$ cat config.mk
export PLATFORM = sky130hd
export DESIGN_NAME = lru_key_value_cache_top
export DESIGN_NICKNAME = d
export VERILOG_FILES = /design/src/rtl/lkvc_pkg.sv /design/src/rtl/lru_key_value_cache_top.sv /design/src/rtl/lkvc_ctrl.sv /design/src/rtl/lkvc_dp.sv
export SDC_FILE = /design/constraint.sdc
export NUM_CORES = 2
export LEC_CHECK = 0
export ABC_CLOCK_PERIOD_IN_PS = 7330
export BUFFER_PORTS_ARGS = -buffer_cell sky130_fd_sc_hd__buf_2
export CORE_UTILIZATION = 52
export CTS_CLUSTER_DIAMETER = 150
export DETAILED_ROUTE_END_ITERATION = 6
export HOLD_SLACK_MARGIN = 0.15
export PLACE_DENSITY = 0.7
export RECOVER_POWER = 50
export SYNTH_ARGS = -nofsm -noshare
export SYNTH_HDL_FRONTEND = slang
export SYNTH_SLANG_ARGS = --single-unit
$ cat constraint.sdc
create_clock -name aclk -period 7.33 [get_ports aclk]
set_clock_uncertainty 0.2 [all_clocks]
set_input_delay 0.3665 -clock aclk [delete_from_list [all_inputs] [get_ports aclk]]
set_output_delay 0.3665 -clock aclk [all_outputs]
set_load 0.1 [all_outputs]
$ cat src/rtl/lkvc_pkg.sv
// Shared types and constants for the LRU key-value cache.
// Used by lkvc_ctrl, lkvc_dp and lru_key_value_cache_top; no dependencies.
package lkvc_pkg;

    localparam int ENTRIES   = 16;
    localparam int SLOT_W    = $clog2(ENTRIES);
    localparam int OCC_W     = $clog2(ENTRIES + 1);
    localparam int CAP_W     = 5;
    localparam int CAP_RESET = 16;
    localparam int DATA_W    = 32;
    localparam int IN_W      = 2 * DATA_W;

    localparam logic [DATA_W-1:0] MISS_VALUE = '1;

    localparam logic FUNC_GET = 1'b0;
    localparam logic FUNC_PUT = 1'b1;

    typedef enum logic {
        ST_IDLE,
        ST_UPDATE
    } lkvc_state_t;

    typedef struct packed {
        logic capture;
        logic commit;
    } lkvc_cmd_t;

    typedef struct packed {
        logic op_get;
        logic out_full;
    } lkvc_stat_t;

endpackage

$ cat src/rtl/lru_key_value_cache_top.sv
// Top level of the LRU key-value cache.
// Instantiates lkvc_ctrl and lkvc_dp; depends on lkvc_pkg.
//
// Usage:
//   Input items arrive on s_tvalid/s_tready. s_tuser is the operation (0 get,
//   1 put); s_tdata carries the key in bits 31:0 and the put value in 63:32.
//   Each get yields one item on m_tvalid/m_tready: m_tdata is the value found
//   (all ones on a miss), m_tuser is the hit flag. A put yields nothing.
//   Capacity (1..16 entries, 0 acts as 1, above 16 acts as 16) is written
//   through cfg_we/cfg_wdata while no item is in flight.
// Timing:
//   The accept edge registers the parallel key match over all 16 entries;
//   the commit edge commits the entry and recency update and loads the
//   output register, where a get result then shows on m_tvalid. s_tready
//   stays low until the commit, so no new item is accepted before it.
// Reset and stall:
//   Reset empties the store and sets capacity to 16. A get that finds the
//   output register still full waits in its commit cycle, with s_tready low,
//   until m_tready frees it; puts commit regardless of m_tready.
module lru_key_value_cache_top (
    input  logic                         aclk,
    input  logic                         aresetn,
    input  logic                         cfg_we,
    input  logic [lkvc_pkg::CAP_W-1:0]   cfg_wdata,
    input  logic                         s_tvalid,
    output logic                         s_tready,
    input  logic [lkvc_pkg::IN_W-1:0]    s_tdata,   // lookup_key, write_value
    input  logic                         s_tuser,   // func
    output logic                         m_tvalid,
    input  logic                         m_tready,
    output logic [lkvc_pkg::DATA_W-1:0]  m_tdata,   // read_value
    output logic                         m_tuser    // hit
);
    import lkvc_pkg::*;

    lkvc_cmd_t  cmd;
    lkvc_stat_t stat;

    lkvc_ctrl u_ctrl (
        .aclk     (aclk),
        .aresetn  (aresetn),
        .s_tvalid (s_tvalid),
        .s_tready (s_tready),
        .stat     (stat),
        .cmd      (cmd)
    );

    lkvc_dp u_dp (
        .aclk      (aclk),
        .aresetn   (aresetn),
        .cfg_we    (cfg_we),
        .cfg_wdata (cfg_wdata),
        .s_tdata   (s_tdata),
        .s_tuser   (s_tuser),
        .m_tready  (m_tready),
        .m_tvalid  (m_tvalid),
        .m_tdata   (m_tdata),
        .m_tuser   (m_tuser),
        .cmd       (cmd),
        .stat      (stat)
    );

endmodule

$ cat src/rtl/lkvc_ctrl.sv
// Request sequencer for the LRU key-value cache: accept, then commit.
// Depends on lkvc_pkg.
module lkvc_ctrl (
    input  logic                   aclk,
    input  logic                   aresetn,
    input  logic                   s_tvalid,
    output logic                   s_tready,
    input  lkvc_pkg::lkvc_stat_t   stat,
    output lkvc_pkg::lkvc_cmd_t    cmd
);
    import lkvc_pkg::*;

    lkvc_state_t state_reg;
    lkvc_state_t state_next;
    logic        commit_ok;

    assign commit_ok = !(stat.op_get && stat.out_full);

    always_ff @(posedge aclk) begin
        if (!aresetn) begin
            state_reg <= ST_IDLE;
        end else begin
            state_reg <= state_next;
        end
    end

    always_comb begin
        state_next = state_reg;
        case (state_reg)
            ST_IDLE: begin
                if (s_tvalid) state_next = ST_UPDATE;
            end
            ST_UPDATE: begin
                if (commit_ok) state_next = ST_IDLE;
            end
            default: state_next = ST_IDLE;
        endcase
    end

    always_comb begin
        s_tready    = 1'b0;
        cmd.capture = 1'b0;
        cmd.commit  = 1'b0;
        case (state_reg)
            ST_IDLE: begin
                s_tready    = 1'b1;
                cmd.capture = s_tvalid;
            end
            ST_UPDATE: begin
                cmd.commit = commit_ok;
            end
            default: begin
                s_tready = 1'b0;
            end
        endcase
    end

endmodule

$ cat src/rtl/lkvc_dp.sv
// Datapath of the LRU key-value cache: entry registers, parallel key match,
// recency ranks, occupancy, capacity register and output register. Depends on lkvc_pkg.
module lkvc_dp (
    input  logic                          aclk,
    input  logic                          aresetn,
    input  logic                          cfg_we,
    input  logic [lkvc_pkg::CAP_W-1:0]    cfg_wdata,
    input  logic [lkvc_pkg::IN_W-1:0]     s_tdata,
    input  logic                          s_tuser,
    input  logic                          m_tready,
    output logic                          m_tvalid,
    output logic [lkvc_pkg::DATA_W-1:0]   m_tdata,
    output logic                          m_tuser,
    input  lkvc_pkg::lkvc_cmd_t           cmd,
    output lkvc_pkg::lkvc_stat_t          stat
);
    import lkvc_pkg::*;

    // entry storage
    logic [DATA_W-1:0] key_mem_reg [ENTRIES];
    logic [DATA_W-1:0] val_mem_reg [ENTRIES];
    logic [SLOT_W-1:0] rank_reg    [ENTRIES];
    logic [ENTRIES-1:0] valid_reg;
    logic [OCC_W-1:0]  occ_reg;
    logic [CAP_W-1:0]  cap_reg;

    // captured item
    logic              func_reg;
    logic [DATA_W-1:0] key_reg;
    logic [DATA_W-1:0] val_reg;
    logic              hit_reg;
    logic [SLOT_W-1:0] slot_reg;
    logic [OCC_W-1:0]  thr_reg;
    logic              insert_reg;

    // output register
    logic              m_tvalid_reg;
    logic [DATA_W-1:0] m_tdata_reg;
    logic              m_tuser_reg;

    // lookup
    logic [DATA_W-1:0] s_key;
    logic [DATA_W-1:0] s_val;
    logic [ENTRIES-1:0] match_w;
    logic              hit_w;
    logic [SLOT_W-1:0] hit_idx_w;
    logic [SLOT_W-1:0] free_idx_w;
    logic [SLOT_W-1:0] victim_idx_w;
    logic [OCC_W-1:0]  eff_cap_w;
    logic              evict_w;
    logic [SLOT_W-1:0] slot_w;
    logic [OCC_W-1:0]  thr_w;
    logic              put_c;
    logic              touch_c;

    assign s_key = s_tdata[DATA_W-1:0];
    assign s_val = s_tdata[IN_W-1:DATA_W];

    always_comb begin
        if (cap_reg == '0) begin
            eff_cap_w = OCC_W'(1);
        end else if (cap_reg > CAP_W'(ENTRIES)) begin
            eff_cap_w = OCC_W'(ENTRIES);
        end else begin
            eff_cap_w = OCC_W'(cap_reg);
        end
    end

    always_comb begin
        hit_idx_w    = '0;
        free_idx_w   = '0;
        victim_idx_w = '0;
        for (int j = ENTRIES - 1; j >= 0; j--) begin
            match_w[j] = valid_reg[j] && (key_mem_reg[j] == s_key);
            if (match_w[j]) hit_idx_w = SLOT_W'(j);
            if (!valid_reg[j]) free_idx_w = SLOT_W'(j);
            if (valid_reg[j] && (OCC_W'(rank_reg[j]) == occ_reg - OCC_W'(1)))
                victim_idx_w = SLOT_W'(j);
        end
    end

    assign hit_w   = |match_w;
    assign evict_w = (occ_reg != '0) && (occ_reg >= eff_cap_w);

    always_comb begin
        if (hit_w) begin
            slot_w = hit_idx_w;
            thr_w  = OCC_W'(rank_reg[hit_idx_w]);
        end else if (evict_w) begin
            slot_w = victim_idx_w;
            thr_w  = occ_reg - OCC_W'(1);
        end else begin
            slot_w = (occ_reg == '0) ? '0 : free_idx_w;
            thr_w  = occ_reg;
        end
    end

    always_ff @(posedge aclk) begin
        if (cmd.capture) begin
            func_reg   <= s_tuser;
            key_reg    <= s_key;
            val_reg    <= s_val;
            hit_reg    <= hit_w;
            slot_reg   <= slot_w;
            thr_reg    <= thr_w;
            insert_reg <= !hit_w && !evict_w;
        end
    end

    assign put_c   = cmd.commit && (func_reg == FUNC_PUT);
    assign touch_c = cmd.commit && ((func_reg == FUNC_PUT) || hit_reg);

    always_ff @(posedge aclk) begin
        if (put_c) begin
            key_mem_reg[slot_reg] <= key_reg;
            val_mem_reg[slot_reg] <= val_reg;
        end
    end

    always_ff @(posedge aclk) begin
        if (!aresetn) begin
            valid_reg <= '0;
            occ_reg   <= '0;
            for (int j = 0; j < ENTRIES; j++) rank_reg[j] <= '0;
        end else begin
            if (touch_c) begin
                for (int j = 0; j < ENTRIES; j++) begin
                    if (SLOT_W'(j) == slot_reg) begin
                        rank_reg[j] <= '0;
                    end else if (valid_reg[j] && (OCC_W'(rank_reg[j]) < thr_reg)) begin
                        rank_reg[j] <= rank_reg[j] + SLOT_W'(1);
                    end
                end
            end
            if (put_c && !hit_reg && insert_reg) begin
                valid_reg[slot_reg] <= 1'b1;
                occ_reg             <= occ_reg + OCC_W'(1);
            end
        end
    end

    always_ff @(posedge aclk) begin
        if (!aresetn) begin
            cap_reg <= CAP_W'(CAP_RESET);
        end else if (cfg_we) begin
            cap_reg <= cfg_wdata;
        end
    end

    always_ff @(posedge aclk) begin
        if (!aresetn) begin
            m_tvalid_reg <= 1'b0;
        end else if (cmd.commit && (func_reg == FUNC_GET)) begin
            m_tvalid_reg <= 1'b1;
        end else if (m_tready) begin
            m_tvalid_reg <= 1'b0;
        end
    end

    always_ff @(posedge aclk) begin
        if (cmd.commit && (func_reg == FUNC_GET)) begin
            m_tdata_reg <= hit_reg ? val_mem_reg[slot_reg] : MISS_VALUE;
            m_tuser_reg <= hit_reg;
        end
    end

    assign m_tvalid      = m_tvalid_reg;
    assign m_tdata       = m_tdata_reg;
    assign m_tuser       = m_tuser_reg;
    assign stat.op_get   = (func_reg == FUNC_GET);
    assign stat.out_full = m_tvalid_reg && !m_tready;

    a_occ_bound: assert property (@(posedge aclk) disable iff (!aresetn)
        occ_reg <= OCC_W'(ENTRIES))
        else $error("occupancy above entry count");

    a_occ_matches_valid: assert property (@(posedge aclk) disable iff (!aresetn)
        $countones(valid_reg) == int'(occ_reg))
        else $error("occupancy out of step with valid bits");

    a_keys_unique: assert property (@(posedge aclk) disable iff (!aresetn)
        $onehot0(match_w))
        else $error("key matches more than one entry");

    a_get_result: assert property (@(posedge aclk) disable iff (!aresetn)
        cmd.commit && (func_reg == FUNC_GET) |=> m_tvalid_reg)
        else $error("get committed without a result");

endmodule

==> results.sh <==
export IMPL_status="finished, violations left"
export IMPL_violations="DRC, capacitance limit, slew limit"
export IMPL_finalSetupViolCount=0
export IMPL_maxSlewHeadroom_pct=-93.52
export IMPL_maxSlewViolCount=706
export IMPL_worstHoldPathType="primary input to register"
export IMPL_ioPinCount=110
export IMPL_synth_async_reset_ratio_pct=0
export IMPL_cts_made_buffers=130
export IMPL_ys_seq_area_share_pct=68.48
export IMPL_clkSinkCount=1225
export IMPL_cp_end_kind="register"
export IMPL_final_cell_count_no_fill=5001
export IMPL_grt_max_degree=105
export IMPL_drt_iter0_markers=3953
export IMPL_dp_cells=4655
export IMPL_vias_per_cell=6.333
export IMPL_yosysWarnings=0
export IMPL_syn_area_um2=53310
export IMPL_cp_required_ns=7.64
export IMPL_io_buffers=109
export IMPL_final_core_util_pct=59.47
export IMPL_cts_tree="done"
export IMPL_die_x_um=322.2
export IMPL_cts_root_buf="clkbuf_16"
export IMPL_register_area_um2=36510
export IMPL_fillerInstances=7625
export IMPL_post_cts_resized=0
export IMPL_min_period_ns=6.367
export IMPL_dpl_worst_slack_ns=1.856
export IMPL_area_growth_pct=13.49
export IMPL_final_common_cell="edfxtp_1"
export IMPL_design_area_um2=60500
export IMPL_wl_per_cell_um=33.05
export IMPL_cts_max_path_buffers=3
export IMPL_routed_wl_um=165300
export IMPL_period_share_pct=86.86
export IMPL_start_util_pct=52.40
export IMPL_overflow=0
export IMPL_rr_worst_depth=7
export IMPL_multi_input_area_um2=15910
export IMPL_syn_area_per_cell_um2=16.45
export IMPL_worst_slack_ns=0.9628
export IMPL_synth_ff_type="edfxtp_1"
export IMPL_grt_use_total_pct=32.18
export IMPL_ys_ff_latch=1225
export IMPL_clk_latency_ns=0.76
export IMPL_vias=31670
export IMPL_h_tree_depth=4
export IMPL_cp_arrival_ns=6.67
export IMPL_grt_pass1_vias=31380
export IMPL_nets=3672
export IMPL_power_density_nw_per_um2=250.9
export IMPL_path_class="primary input to register"
export IMPL_dieArea_um2=103800
export IMPL_antenna_left=0
export IMPL_first_pass_iters=7
export IMPL_crit_fanout=19
export IMPL_drive_gt1_share_pct=13.23
export IMPL_p_leak_nw=19.70
export IMPL_clk_pin_slew_ns=0.07
export IMPL_drv_cap=36
export IMPL_whs_path_depth=2
export IMPL_synth_edf_count=1197
export IMPL_rsz0062_at_grt="false"
export IMPL_start_kind="primary input"
export IMPL_fp_row_count=117
export IMPL_antenna_found_initial=9
export IMPL_core_um2=101700
export IMPL_final_cell_mix="edfxtp_1 (1197), xor2_1 (418), xnor2_1 (192)"
export IMPL_hold_viol=0
export IMPL_clock_fmax_ghz=0.1571
export IMPL_dieHeight_um=322.2
export IMPL_tns_ns=0
export IMPL_hpwl_um=99550
export IMPL_worst_pin_slew_ns=2.903
export IMPL_syn_inst=3241
export IMPL_place_congestion=0.9472
export IMPL_placed_cell_area_um2=55510
export IMPL_grt_pass1_wl_um=231200
export IMPL_synth_nets=3387
export IMPL_synthDistinctLibCells=65
export IMPL_vdd_drop_max_v=0.0002951
export IMPL_route_detailed_drc=3
## worst max-delay path, cell delays in order
cell and delay [ns]:
dlygate4sd3_1 0.52, buf_2 0.30, clkbuf_1 1.47, xor2_1 0.25, nor4_1 0.31, nand3_1 0.18, nor4_1 0.81, a211oi_1 0.30
o221ai_2 0.73, nand2_2 0.47, and3_1 0.32, a41o_1 0.20, o32ai_1 0.34, nor3_2 0.06
## synth_stat cells, types with 46 or more instances
| cell | instances | share of area [%] |
|---|---|---|
| nor2_1 | 117 | 0.82 |
| xor2_1 | 419 | 6.9 |
| nand2b_1 | 61 | 0.72 |
| nand2_1 | 91 | 0.64 |
| nand3_1 | 79 | 0.74 |
| mux4_2 | 160 | 6.8 |
| xnor2_1 | 193 | 3.2 |
| edfxtp_1 | 1197 | 67 |
| nand4_1 | 80 | 0.94 |
| ha_1 | 71 | 1.7 |
| inv_1 | 55 | 0.39 |
| clkbuf_1 | 46 | 0.32 |
| nor4_1 | 155 | 1.8 |
## per-layer routing
| layer | global-route usage, % | up-vias | wire length [um] |
|---|---|---|---|
| met5 | 0 | - | 14 |
| met4 | 11.59 | 2 | 5328 |
| met3 | 6.216 | 305 | 15690 |
| met2 | 50.20 | 1800 | 77220 |
| met1 | 45.31 | 16410 | 67020 |
| li1 | - | 13160 | - |
## stage by stage
step | hold slack, ns | total power, mW
final | 0.2130 | 15.18
after global routing | 0.1688 | 15.55
after CTS | 0.1531 | 15.24
after detailed placement | 0.2484 | 8.883
after global placement | 0.2440 | 8.864
after floorplan | 0.2654 | 8.512
## power by group
group          leakage, nW  internal (mW)  total (mW)  switching (mW)
clock                 2.01           3.65        6.38            2.73
sequential            11.1           7.77        7.93           0.160
combinational         6.57          0.300       0.868           0.568
## path summary, 6_finish.rpt
path	startpoint	endpoint	slack, ns
hold reg to reg	u_dp.key_reg[2]$_DFFE_PP_	u_dp.key_mem_reg[4][2]$_DFFE_PP_	0.25
hold / removal	s_tdata[46]	u_dp.val_reg[14]$_DFFE_PP_	0.21
setup / recovery	s_tdata[27]	u_dp.thr_reg[1]$_DFFE_PP_	0.96
setup reg to reg	u_dp.hit_reg$_DFFE_PP_	u_dp.rank_reg[9][0]$_SDFFCE_PN0P_	2.24
## final cells by class
class,instances,share of cell area [%]
flip-flops and latches,1225,60.34
multi-input cells,1819,26.30
clock buffers,164,5.727
repair buffers,295,3.410
well taps,1368,2.829
clock inverters,69,1.030
inverters,55,0.3412
diodes,6,0.02482
## cells by family after synthesis
logic type / after synthesis / synth area share (%)
flops: 1225 / 68.48
simple gates: 745 / 7.783
xor+xnor: 615 / 10.18
compound gates: 200 / 2.697
buf+inv: 197 / 1.908
mux: 188 / 7.290
fa+ha+maj: 71 / 1.666
## what timing repair did
item / in CTS / in global routing
hold buffers: 107 / 0
setup buffers: 0 / 0
hold endpoints to repair: 113 / 0
No activity file was read; power rests on OpenSTA's default activity.
